### config.mk
export PLATFORM = sky130hd
export DESIGN_NAME = windowed_delta_stddev_level_classifier_top_flat
export DESIGN_NICKNAME = d
export VERILOG_FILES = /design/src/hw/rtl/wdsd_pkg.sv /design/src/hw/rtl/wdsd_in_if.sv /design/src/hw/rtl/wdsd_out_if.sv /design/src/hw/rtl/windowed_delta_stddev_level_classifier_top.sv /design/src/flat_wrapper.sv
export SDC_FILE = /design/constraint.sdc
export NUM_CORES = 2
export LEC_CHECK = 0
export ABC_AREA = 1
export BUFFER_PORTS_ARGS = -buffer_cell sky130_fd_sc_hd__buf_2
export CORE_MARGIN = 3
export CORE_UTILIZATION = 35
export CTS_CLUSTER_SIZE = 12
export DETAILED_ROUTE_END_ITERATION = 7
export PLACE_DENSITY = 0.48
export SYNTH_ARGS = -nofsm -noshare
export SYNTH_HDL_FRONTEND = slang
export SYNTH_SLANG_ARGS = --single-unit
### constraint.sdc
create_clock -name i_clk -period 9.7 [get_ports i_clk]
set_input_delay 0.485 -clock i_clk [delete_from_list [all_inputs] [get_ports i_clk]]
set_output_delay 0.485 -clock i_clk [all_outputs]
set_load 0.01 [all_outputs]
### src/hw/rtl/wdsd_pkg.sv
// Package for the windowed delta standard-deviation level classifier.
// Holds field widths, register indexes, level codes and the sequencer state type.
// No dependencies.
package wdsd_pkg;

    localparam int SAMPLE_W = 12;
    localparam int DIFF_W   = 13;
    localparam int DEV_W    = 17;
    localparam int LEVEL_W  = 3;
    localparam int CFG_W    = 17;
    localparam int CFG_IDX_W = 3;
    localparam int COUNT_W  = 11;

    // The scaled variance (num * 256) / (N * (N - 1)) stays below 2^34 for any
    // window, so its floor square root fits 17 bits and takes 17 steps.
    localparam int QUOT_W      = 34;
    localparam int DEV_MAX     = 131071;
    localparam int COUNT_MAX   = 2047;

    localparam logic [CFG_IDX_W-1:0] REG_LIGHT    = 3'd0;
    localparam logic [CFG_IDX_W-1:0] REG_MODERATE = 3'd1;
    localparam logic [CFG_IDX_W-1:0] REG_HEAVY    = 3'd2;
    localparam logic [CFG_IDX_W-1:0] REG_VIOLENT  = 3'd3;
    localparam logic [CFG_IDX_W-1:0] REG_INTERVAL = 3'd4;

    localparam logic [LEVEL_W-1:0] LEVEL_NONE     = 3'd0;
    localparam logic [LEVEL_W-1:0] LEVEL_LIGHT    = 3'd1;
    localparam logic [LEVEL_W-1:0] LEVEL_MODERATE = 3'd2;
    localparam logic [LEVEL_W-1:0] LEVEL_HEAVY    = 3'd3;
    localparam logic [LEVEL_W-1:0] LEVEL_VIOLENT  = 3'd4;

    typedef enum logic [3:0] {
        ST_IDLE,
        ST_READ,
        ST_SQ_NEW,
        ST_SQ_OLD,
        ST_MAG,
        ST_NS2,
        ST_SQRT,
        ST_DONE
    } t_state;

endpackage

### src/hw/rtl/wdsd_in_if.sv
// Sample channel of the windowed delta standard-deviation level classifier.
// Carries valid, ready and one 12-bit sample. Depends on wdsd_pkg.
interface wdsd_in_if;
    logic                          valid;
    logic                          ready;
    logic [wdsd_pkg::SAMPLE_W-1:0] sample;

    modport source (output valid, output sample, input ready);
    modport sink   (input valid, input sample, output ready);
endinterface

### src/hw/rtl/wdsd_out_if.sv
// Result channel of the windowed delta standard-deviation level classifier.
// Carries valid, ready, deviation and level. Depends on wdsd_pkg.
interface wdsd_out_if;
    logic                         valid;
    logic                         ready;
    logic [wdsd_pkg::DEV_W-1:0]   deviation;
    logic [wdsd_pkg::LEVEL_W-1:0] level;

    modport source (output valid, output deviation, output level, input ready);
    modport sink   (input valid, input deviation, input level, output ready);
endinterface

### src/hw/rtl/windowed_delta_stddev_level_classifier_top.sv
// Windowed delta standard-deviation level classifier, top level.
// Depends on wdsd_pkg, wdsd_in_if and wdsd_out_if.
//
//   channel       dir  payload                         handshake
//   i_sample_ch   in   sample[11:0]                    valid/ready
//   o_result_ch   out  deviation[16:0], level[2:0]     valid/ready
//   i_cfg_*       in   idx[2:0], data[16:0]            write enable only
//
// Sequence: the priming sample only loads the previous value; a sample without
// a report passes READ, SQ_NEW and SQ_OLD; a reporting sample goes on through
// MAG, NS2, the one-bit-per-cycle square root and DONE. Each root step compares
// N*(N-1)*root^2 with the scaled numerator; the division needs no state of its own.
// Reset: synchronous, active low; clears the window state and sums, loads the
// default thresholds. The window memory is not cleared: until the window first
// wraps, the entry being overwritten reads as zero.
// Stalls: a finished result waits in the output register; the sample channel
// is ready in idle even then. A new result waits in its last step until the
// output register is free.
module windowed_delta_stddev_level_classifier_top #(
    parameter int WINDOW = 128
) (
    input  logic                           i_clk,
    input  logic                           i_rst_n,
    wdsd_in_if.sink                        i_sample_ch,
    wdsd_out_if.source                     o_result_ch,
    input  logic                           i_cfg_we,
    input  logic [wdsd_pkg::CFG_IDX_W-1:0] i_cfg_idx,
    input  logic [wdsd_pkg::CFG_W-1:0]     i_cfg_data
);

    // Widths that follow from the window depth.
    localparam int AW    = $clog2(WINDOW);          // window address
    localparam int LW    = $clog2(WINDOW);          // growth of sums
    localparam int NW    = $clog2(WINDOW + 1);      // holds N itself
    localparam int SW    = wdsd_pkg::DIFF_W + LW;   // signed running sum
    localparam int MAGW  = wdsd_pkg::SAMPLE_W + LW; // |sum|
    localparam int S2W   = 2 * wdsd_pkg::SAMPLE_W + LW; // sum of squares
    localparam int PW    = S2W + MAGW;              // multiplier product
    localparam int NUMW  = S2W + NW;                // N*S2 - S*S
    localparam int DVW   = NUMW + 8;                // numerator scaled by 256
    localparam int QW    = wdsd_pkg::QUOT_W;
    localparam longint unsigned DEN = longint'(WINDOW) * longint'(WINDOW - 1);
    localparam int DENW  = $clog2(DEN + 1);
    localparam int XW    = DENW + QW;               // DEN * root^2 and scaled numerator

    // ---------------------------------------------------------------------
    // Configuration registers
    // ---------------------------------------------------------------------
    logic [wdsd_pkg::DEV_W-1:0]   r_thr_light;
    logic [wdsd_pkg::DEV_W-1:0]   r_thr_moderate;
    logic [wdsd_pkg::DEV_W-1:0]   r_thr_heavy;
    logic [wdsd_pkg::DEV_W-1:0]   r_thr_violent;
    logic [wdsd_pkg::COUNT_W-1:0] r_interval;

    always_ff @(posedge i_clk) begin
        if (!i_rst_n) begin
            r_thr_light    <= wdsd_pkg::DEV_W'(16);
            r_thr_moderate <= wdsd_pkg::DEV_W'(64);
            r_thr_heavy    <= wdsd_pkg::DEV_W'(256);
            r_thr_violent  <= wdsd_pkg::DEV_W'(1024);
            r_interval     <= wdsd_pkg::COUNT_W'(10);
        end else if (i_cfg_we) begin
            unique case (i_cfg_idx)
                wdsd_pkg::REG_LIGHT:    r_thr_light    <= i_cfg_data;
                wdsd_pkg::REG_MODERATE: r_thr_moderate <= i_cfg_data;
                wdsd_pkg::REG_HEAVY:    r_thr_heavy    <= i_cfg_data;
                wdsd_pkg::REG_VIOLENT:  r_thr_violent  <= i_cfg_data;
                wdsd_pkg::REG_INTERVAL: r_interval     <= i_cfg_data[wdsd_pkg::COUNT_W-1:0];
                default: ;  // unmapped index: drop the write
            endcase
        end
    end

    // ---------------------------------------------------------------------
    // Sequencer and datapath registers
    // ---------------------------------------------------------------------
    wdsd_pkg::t_state r_state, n_state;

    logic                             r_primed;
    logic [wdsd_pkg::SAMPLE_W-1:0]    r_prev;
    logic signed [wdsd_pkg::DIFF_W-1:0] r_d;
    logic signed [wdsd_pkg::DIFF_W-1:0] r_old;
    logic [AW-1:0]                    r_wpos;
    logic                             r_full;
    logic signed [SW-1:0]             r_sum;
    logic [S2W-1:0]                   r_s2;
    logic [wdsd_pkg::COUNT_W-1:0]     r_since;
    logic [PW-1:0]                    r_prod;
    logic [NUMW-1:0]                  r_ssq;
    logic [XW-1:0]                    r_x;     // scaled numerator
    logic [XW-1:0]                    r_p;     // DEN * root^2 so far
    logic [XW-1:0]                    r_qsh;   // DEN * root, aligned to the current bit
    logic [XW-1:0]                    r_dsh;   // DEN * bit^2
    logic [wdsd_pkg::DEV_W-1:0]       r_res;
    logic [wdsd_pkg::DEV_W-1:0]       r_bit;

    logic                             r_out_valid;
    logic [wdsd_pkg::DEV_W-1:0]       r_out_dev;
    logic [wdsd_pkg::LEVEL_W-1:0]     r_out_level;

    // Window memory: one write and one registered read per cycle.
    logic [wdsd_pkg::DIFF_W-1:0]      r_window [WINDOW];
    logic [wdsd_pkg::DIFF_W-1:0]      r_rd;

    logic in_accept;
    logic mem_re;
    logic mem_we;
    logic load_out;

    assign in_accept = i_sample_ch.valid && i_sample_ch.ready;
    assign mem_re    = in_accept && r_primed;
    assign mem_we    = (r_state == wdsd_pkg::ST_READ);

    always_ff @(posedge i_clk) begin
        if (mem_we) begin
            r_window[r_wpos] <= r_d;
        end
        if (mem_re) begin
            r_rd <= r_window[r_wpos];
        end
    end

    // ---------------------------------------------------------------------
    // Combinational helpers
    // ---------------------------------------------------------------------
    logic signed [wdsd_pkg::DIFF_W-1:0] new_diff;
    logic signed [wdsd_pkg::DIFF_W-1:0] old_val;
    logic [wdsd_pkg::DIFF_W-1:0]        d_abs;
    logic [wdsd_pkg::DIFF_W-1:0]        old_abs;
    logic [SW-1:0]                      sum_abs;
    logic [wdsd_pkg::COUNT_W-1:0]       since_next;
    logic [NUMW-1:0]                    num;
    logic [DVW-1:0]                     dividend;
    logic [XW-1:0]                      sq_trial;
    logic                               sq_ge;
    logic [wdsd_pkg::DEV_W-1:0]         dev;
    logic [wdsd_pkg::LEVEL_W-1:0]       level;
    logic [S2W-1:0]                     mul_a;
    logic [MAGW-1:0]                    mul_b;

    assign new_diff = $signed({1'b0, i_sample_ch.sample}) - $signed({1'b0, r_prev});
    // Before the first wrap the overwritten entry was never written: it is zero.
    assign old_val  = r_full ? $signed(r_rd) : '0;
    assign d_abs    = r_d[wdsd_pkg::DIFF_W-1]   ? wdsd_pkg::DIFF_W'(-r_d)   : r_d;
    assign old_abs  = r_old[wdsd_pkg::DIFF_W-1] ? wdsd_pkg::DIFF_W'(-r_old) : r_old;
    assign sum_abs  = r_sum[SW-1] ? SW'(-r_sum) : r_sum;

    assign since_next = (r_since == wdsd_pkg::COUNT_W'(wdsd_pkg::COUNT_MAX))
                        ? r_since : r_since + 1'b1;

    // N*S2 - S*S is never negative.
    assign num      = r_prod[NUMW-1:0] - r_ssq;
    assign dividend = {num, 8'b0};

    // Trial DEN * (root + bit)^2; keep the bit when it does not exceed the
    // scaled numerator, which gives floor(sqrt(floor(numerator / DEN))).
    assign sq_trial  = r_p + r_qsh + r_dsh;
    assign sq_ge     = (sq_trial <= r_x);

    // The root stays below 2^17, so it never exceeds the saturation limit.
    assign dev = r_res;

    // Highest threshold met wins, whatever their order.
    always_comb begin
        if (dev >= r_thr_violent) begin
            level = wdsd_pkg::LEVEL_VIOLENT;
        end else if (dev >= r_thr_heavy) begin
            level = wdsd_pkg::LEVEL_HEAVY;
        end else if (dev >= r_thr_moderate) begin
            level = wdsd_pkg::LEVEL_MODERATE;
        end else if (dev >= r_thr_light) begin
            level = wdsd_pkg::LEVEL_LIGHT;
        end else begin
            level = wdsd_pkg::LEVEL_NONE;
        end
    end

    // Shared multiplier operand select: d^2, old^2, S^2, then N*S2.
    always_comb begin
        case (r_state)
            wdsd_pkg::ST_READ: begin
                mul_a = S2W'(d_abs);
                mul_b = MAGW'(d_abs);
            end
            wdsd_pkg::ST_SQ_NEW: begin
                mul_a = S2W'(old_abs);
                mul_b = MAGW'(old_abs);
            end
            wdsd_pkg::ST_SQ_OLD: begin
                mul_a = S2W'(sum_abs);
                mul_b = MAGW'(sum_abs);
            end
            wdsd_pkg::ST_MAG: begin
                mul_a = r_s2;
                mul_b = MAGW'(WINDOW);
            end
            default: begin
                mul_a = '0;
                mul_b = '0;
            end
        endcase
    end

    always_ff @(posedge i_clk) begin
        r_prod <= PW'(mul_a) * PW'(mul_b);
    end

    // ---------------------------------------------------------------------
    // State register and next-state logic
    // ---------------------------------------------------------------------
    always_ff @(posedge i_clk) begin
        if (!i_rst_n) begin
            r_state <= wdsd_pkg::ST_IDLE;
        end else begin
            r_state <= n_state;
        end
    end

    always_comb begin
        n_state  = r_state;
        load_out = 1'b0;
        unique case (r_state)
            wdsd_pkg::ST_IDLE: begin
                if (in_accept && r_primed) begin
                    n_state = wdsd_pkg::ST_READ;
                end
            end
            wdsd_pkg::ST_READ:   n_state = wdsd_pkg::ST_SQ_NEW;
            wdsd_pkg::ST_SQ_NEW: n_state = wdsd_pkg::ST_SQ_OLD;
            wdsd_pkg::ST_SQ_OLD: begin
                if (r_full && (r_since >= r_interval)) begin
                    n_state = wdsd_pkg::ST_MAG;
                end else begin
                    n_state = wdsd_pkg::ST_IDLE;
                end
            end
            wdsd_pkg::ST_MAG: n_state = wdsd_pkg::ST_NS2;
            wdsd_pkg::ST_NS2: n_state = wdsd_pkg::ST_SQRT;
            wdsd_pkg::ST_SQRT: begin
                if (r_bit[0]) begin
                    n_state = wdsd_pkg::ST_DONE;
                end
            end
            wdsd_pkg::ST_DONE: begin
                // Hold until the output register is free or being emptied.
                if (!r_out_valid || o_result_ch.ready) begin
                    load_out = 1'b1;
                    n_state  = wdsd_pkg::ST_IDLE;
                end
            end
            default: n_state = wdsd_pkg::ST_IDLE;
        endcase
    end

    assign i_sample_ch.ready = (r_state == wdsd_pkg::ST_IDLE);

    // ---------------------------------------------------------------------
    // Window state: previous sample, sums, write position, report counter
    // ---------------------------------------------------------------------
    always_ff @(posedge i_clk) begin
        if (!i_rst_n) begin
            r_primed <= 1'b0;
            r_prev   <= '0;
            r_wpos   <= '0;
            r_full   <= 1'b0;
            r_sum    <= '0;
            r_s2     <= '0;
            r_since  <= '0;
        end else begin
            case (r_state)
                wdsd_pkg::ST_IDLE: begin
                    if (in_accept) begin
                        r_primed <= 1'b1;
                        r_prev   <= i_sample_ch.sample;
                    end
                end
                wdsd_pkg::ST_READ: begin
                    r_sum   <= r_sum + SW'(r_d) - SW'(old_val);
                    r_since <= since_next;
                    if (r_wpos == AW'(WINDOW - 1)) begin
                        r_wpos <= '0;
                        r_full <= 1'b1;
                    end else begin
                        r_wpos <= r_wpos + 1'b1;
                    end
                end
                wdsd_pkg::ST_SQ_NEW: r_s2 <= r_s2 + r_prod[S2W-1:0];
                wdsd_pkg::ST_SQ_OLD: begin
                    r_s2 <= r_s2 - r_prod[S2W-1:0];
                    if (r_full && (r_since >= r_interval)) begin
                        r_since <= '0;
                    end
                end
                default: ;
            endcase
        end
    end

    // ---------------------------------------------------------------------
    // Difference capture and square-root iterations (payload only)
    // ---------------------------------------------------------------------
    always_ff @(posedge i_clk) begin
        case (r_state)
            wdsd_pkg::ST_IDLE: begin
                if (in_accept) begin
                    r_d <= new_diff;
                end
            end
            wdsd_pkg::ST_READ: r_old <= old_val;
            wdsd_pkg::ST_MAG:  r_ssq <= r_prod[NUMW-1:0];
            wdsd_pkg::ST_NS2: begin
                // Start at the top root bit with an empty root.
                r_x   <= XW'(dividend);
                r_p   <= '0;
                r_qsh <= '0;
                r_dsh <= XW'(DEN) << (2 * (wdsd_pkg::DEV_W - 1));
                r_res <= '0;
                r_bit <= wdsd_pkg::DEV_W'(1) << (wdsd_pkg::DEV_W - 1);
            end
            wdsd_pkg::ST_SQRT: begin
                // One root bit per step; realign the partial terms to the next bit.
                if (sq_ge) begin
                    r_p   <= sq_trial;
                    r_qsh <= (r_qsh >> 1) + r_dsh;
                    r_res <= r_res | r_bit;
                end else begin
                    r_qsh <= r_qsh >> 1;
                end
                r_dsh <= r_dsh >> 2;
                r_bit <= r_bit >> 1;
            end
            default: ;
        endcase
    end

    // ---------------------------------------------------------------------
    // Output register
    // ---------------------------------------------------------------------
    always_ff @(posedge i_clk) begin
        if (!i_rst_n) begin
            r_out_valid <= 1'b0;
        end else if (load_out) begin
            r_out_valid <= 1'b1;
        end else if (o_result_ch.ready) begin
            r_out_valid <= 1'b0;
        end
    end

    always_ff @(posedge i_clk) begin
        if (load_out) begin
            r_out_dev   <= dev;
            r_out_level <= level;
        end
    end

    assign o_result_ch.valid     = r_out_valid;
    assign o_result_ch.deviation = r_out_dev;
    assign o_result_ch.level     = r_out_level;

endmodule

### src/flat_wrapper.sv
// flat-port wrapper written by rule: the top's interface ports become plain ports
module windowed_delta_stddev_level_classifier_top_flat 
#(
    parameter int WINDOW = 128
)
  (i_clk, i_rst_n, i_cfg_we, i_cfg_idx, i_cfg_data, i_sample_ch_valid, i_sample_ch_sample, i_sample_ch_ready, o_result_ch_valid, o_result_ch_deviation, o_result_ch_level, o_result_ch_ready);
  wdsd_in_if i_sample_ch_i ();
  wdsd_out_if o_result_ch_i ();
  input  logic i_clk;
  input  logic i_rst_n;
  input  logic i_cfg_we;
  input  logic [wdsd_pkg::CFG_IDX_W-1:0] i_cfg_idx;
  input  logic [wdsd_pkg::CFG_W-1:0] i_cfg_data;
  input wire logic [$bits(i_sample_ch_i.valid)-1:0] i_sample_ch_valid;
  input wire logic [$bits(i_sample_ch_i.sample)-1:0] i_sample_ch_sample;
  output wire logic [$bits(i_sample_ch_i.ready)-1:0] i_sample_ch_ready;
  output wire logic [$bits(o_result_ch_i.valid)-1:0] o_result_ch_valid;
  output wire logic [$bits(o_result_ch_i.deviation)-1:0] o_result_ch_deviation;
  output wire logic [$bits(o_result_ch_i.level)-1:0] o_result_ch_level;
  input wire logic [$bits(o_result_ch_i.ready)-1:0] o_result_ch_ready;
  assign i_sample_ch_i.valid = i_sample_ch_valid;
  assign i_sample_ch_i.sample = i_sample_ch_sample;
  assign i_sample_ch_ready = i_sample_ch_i.ready;
  assign o_result_ch_valid = o_result_ch_i.valid;
  assign o_result_ch_deviation = o_result_ch_i.deviation;
  assign o_result_ch_level = o_result_ch_i.level;
  assign o_result_ch_i.ready = o_result_ch_ready;
  windowed_delta_stddev_level_classifier_top #(.WINDOW(WINDOW)) u_core (.i_clk(i_clk), .i_rst_n(i_rst_n), .i_sample_ch(i_sample_ch_i), .o_result_ch(o_result_ch_i), .i_cfg_we(i_cfg_we), .i_cfg_idx(i_cfg_idx), .i_cfg_data(i_cfg_data));
endmodule
==> summary.log <==
INFO  clocking       cts_max_path_buffers=4
INFO  logic_synthesis yosys_most_used_dff=sky130_fd_sc_hd__edfxtp_1
INFO  sta            final.period_utilization=0.908
INFO  finish         post-route-util=0.395
INFO  route          ant_nets=0
INFO  logic_synthesis synth.top_cells.by_area=sky130_fd_sc_hd__edfxtp_1 52%, sky130_fd_sc_hd__fa_1 9.0%, sky130_fd_sc_hd__nand2_1 5.7%
INFO  route          drt-total-wl=361000um
INFO  floorplan      floorplan.rows=208
INFO  global_route   grt_overflow=0
INFO  finish         nFillCells=31400
INFO  finish         area_growth_from_synthesis_to_final_layout=12.1%
INFO  place          place_hpwl=245000um
INFO  clocking       postCtsResizedCells=0
INFO  critical_path  critPathLaunchType=flip-flop
INFO  critical_path  worst_setup_path_end_kind=flip-flop
INFO  power          p_per_area=255mW/mm2
INFO  place          place.port_buffers=58
INFO  route          drc_errors=0
INFO  sta            setup-violations-final=0
INFO  clocking       cts_buffers=234
INFO  sta            worstMarginPinSlew=1.20ns
INFO  route          via_count=77600
INFO  power          share_clk_of_total_power=0.261
INFO  critical_path  cp_data_required_time=10.48ns
INFO  logic_synthesis synth_most_common_cell=sky130_fd_sc_hd__edfxtp_1
INFO  outcome        run_status=finished, final reports clean
INFO  power          combinational_share_of_power=0.370
INFO  logic_synthesis synth-seq-area-share=0.558
INFO  sta            finalHoldViolCount=0
INFO  flow_run       drv_cap=0
INFO  global_route   antenna_violations_before_repair=6
INFO  global_route   groute.usage.overall=0.214
INFO  power          power.leakage=49.1nW
INFO  clocking       ctsHtreeMaxLevel=4
INFO  sta            timing.max_slew.rel_slack=0.192
INFO  logic_synthesis synthDominantAreaCellType=sky130_fd_sc_hd__edfxtp_1
INFO  finish         fraction_of_layout_instances_using_a_drive_strength_above_1=0.0698
INFO  sta            finalWorstPathRequiredPeriod=8.81ns
INFO  logic_synthesis synthesis.yosys.warnings=0
INFO  clocking       tritoncts=built
INFO  global_route   grt_pass1_wl=531000um
INFO  route          first_pass_iters=6
INFO  logic_synthesis syn_area=0.114mm2
INFO  sta            timing.setup.tns=0ns
INFO  critical_path  timing.critical_path.arrival=9.59ns
INFO  power          netSwitchingFraction=0.385
INFO  clocking       clock_latency=0.93ns
INFO  logic_synthesis synth.avg_cell_area=10.9um2
INFO  sta            rsz0062_at_grt=no
INFO  clocking       clk_pin_slew_worst_paths=0.06ns
INFO  route          initialDrtViolationCount=6055
INFO  global_route   first_global_vias=78200
INFO  critical_path  crit_fanout=15
INFO  power          total_power=32.5mW
INFO  sta            layout_setup_ws=0.889ns
INFO  power          total_switching_power=12.5mW
INFO  sta            clock-skew-final=0.146ns
INFO  critical_path  critical_path_class=reg2reg
INFO  place          gp_congestion=0.890
INFO  critical_path  critical_path.slowest_cell=sky130_fd_sc_hd__nand3_1
INFO  logic_synthesis syn_inst=10400
INFO  floorplan      die_y=576um
INFO  finish         finish.cell_count_without_fillers=15200
INFO  power          sequential_share_of_power=0.369
INFO  global_route   pin_count_of_the_biggest_net_entering_global_routing=92
INFO  logic_synthesis number_of_flops_mapped_to_enable_cells_by_yosys=1974
INFO  clocking       cts_root_buf=sky130_fd_sc_hd__clkbuf_16
INFO  floorplan      die_area=0.331mm2
INFO  power          p_int=20.0mW
INFO  finish         design.final.nets=11700
INFO  clocking       cts_sinks=2179
INFO  floorplan      floorplan.initialDensity=0.353
INFO  logic_synthesis netlist.area_leader.share=0.522
INFO  sta            timing.final.max_slew_violations=0
INFO  logic_synthesis ys_seq_elements=2179
INFO  logic_synthesis post_synth_most_frequent_cells=1974 x sky130_fd_sc_hd__edfxtp_1, 1740 x sky130_fd_sc_hd__nand2_1, 1605 x sky130_fd_sc_hd__inv_1
INFO  min_path       hold_path.class=in2reg
INFO  power          peakVddDrop=0.000237V
INFO  route          post_drt_via_cell_ratio=5.12
INFO  critical_path  cp_slowest_stage_delay=0.68ns
INFO  route          avgRoutedWirePerCell=23.8um
INFO  floorplan      die_width=576um
INFO  floorplan      placeableCoreArea=0.322mm2
INFO  logic_synthesis async_flop_share=0
INFO  place          place.detailed.instances=14700
INFO  logic_synthesis synth.distinct_cells=75
INFO  place          place_worst_setup_slack=0.748ns
INFO  floorplan      io-pin-count=59
INFO  sta            fmax=113MHz
## sequential cells by signal, summed over array words and instances, names as in the netlist, 20 cells and up
| register | cells |
|---|---|
| u_core.r_dsh | 43 |
| u_core.r_p | 48 |
| u_core.r_prod | 39 |
| u_core.r_qsh | 48 |
| u_core.r_s2 | 31 |
| u_core.r_ssq | 39 |
| u_core.r_sum | 20 |
| u_core.r_window | 1664 |
| u_core.r_x | 39 |
## repair_timing
action,in CTS,in global routing
buffers inserted,0,0
hold buffers,30,0
hold endpoints to repair,77,0
## per-stage QoR
stage,hold slack [ns],cell area (um2)
CTS,0.0165,127000
global placement,0.446,120000
global route,0.0652,127000
floorplan,0.412,114000
finish,0.0962,127000
detailed placement,0.450,120000
## worst paths after layout
check,start,endpoint,slack [ns],depth (start not counted)
worst min register to register,u_core.r_prev[11],u_core.r_prev[11],0.46,2
worst max register to register,u_core.r_d[0],u_core.r_prod[28],0.89,31
worst max-delay path,u_core.r_d[0],u_core.r_prod[28],0.89,31
worst min-delay path,o_result_ch_ready,u_core.o_result_ch.valid,0.1,4
## cells in the final DEF, fill, tap and decap left out, drive strengths merged, types with 15 or more instances in the layout
cell type       n
nand3         290
o2111ai        17
edfxtp       1974
dfxtp         205
dlygate4sd3    30
a211oi         15
a22o           68
a21oi         598
xnor2          96
conb          140
nand2        1755
o21ai         429
ha            407
nor4           23
xor2          140
nand4         220
o21bai         17
o2bb2ai        17
buf           239
a21o           39
nor2          913
clkinv         70
a22oi         229
o211ai         29
a221oi        184
fa            510
inv          1650
nor3           83
a31oi          35
or2            18
o21a           16
clkbuf        306
## worst max-delay path, delay by kind of cell, from the launching register on
family / cells / cell delay [ns]
flops: 1 / 0.61
fa+ha+maj: 8 / 3.53
compound gates: 5 / 1.55
buf+inv: 6 / 0.52
xor+xnor: 1 / 0.19
simple gates: 11 / 2.25
## final cells by class
cell class / count / area [um2] / area share
Antenna cell: 3 / 7.51 / 0.0000590
Clock buffer: 306 / 6300 / 0.0495
Clock inverter: 87 / 714 / 0.00561
Inverter: 1647 / 6230 / 0.0489
Multi-Input combinational cell: 6373 / 43200 / 0.339
Sequential cell: 2179 / 63400 / 0.498
Tap cell: 4305 / 5390 / 0.0423
Timing Repair Buffer: 269 / 2060 / 0.0162
## layer usage
metal	vias to the layer above	global-route usage	part of all wire	wire (um)
li1	36000	-	-	-
met1	39200	0.288	0.44	157000
met2	1979	0.370	0.49	178000
met3	437	0.0211	0.045	16400
met4	2	0.0534	0.026	9350
met5	-	0	0.000036	13
## kinds of logic (layout without fill, tap and decap cells)
family | Yosys count | count (layout) | share of synthesized area
DFF | 2179 | 2179 | 0.558
xor gates and xnor gates | 236 | 236 | 0.0182
adders and majority gates | 917 | 917 | 0.135
AOI/OAI and AO/OA | 1743 | 1743 | 0.0970
and+or+nand+nor | 3337 | 3337 | 0.124
buffers and inverters | 1979 | 2309 | 0.0685
other | 2 | 143 | 0.0000661
## power by group through the flow
stage / Combinational, mW / Sequential [mW] / Clock [mW]
after CTS: 12.0 / 12.0 / 8.65
after global routing: 13.4 / 12.0 / 9.00
after global placement: 11.9 / 12.2 / 0
after floorplan: 7.30 / 12.5 / 0
after detailed placement: 12.0 / 12.2 / 0
final: 12.0 / 12.0 / 8.48
No activity file was read; power rests on OpenSTA's default activity.
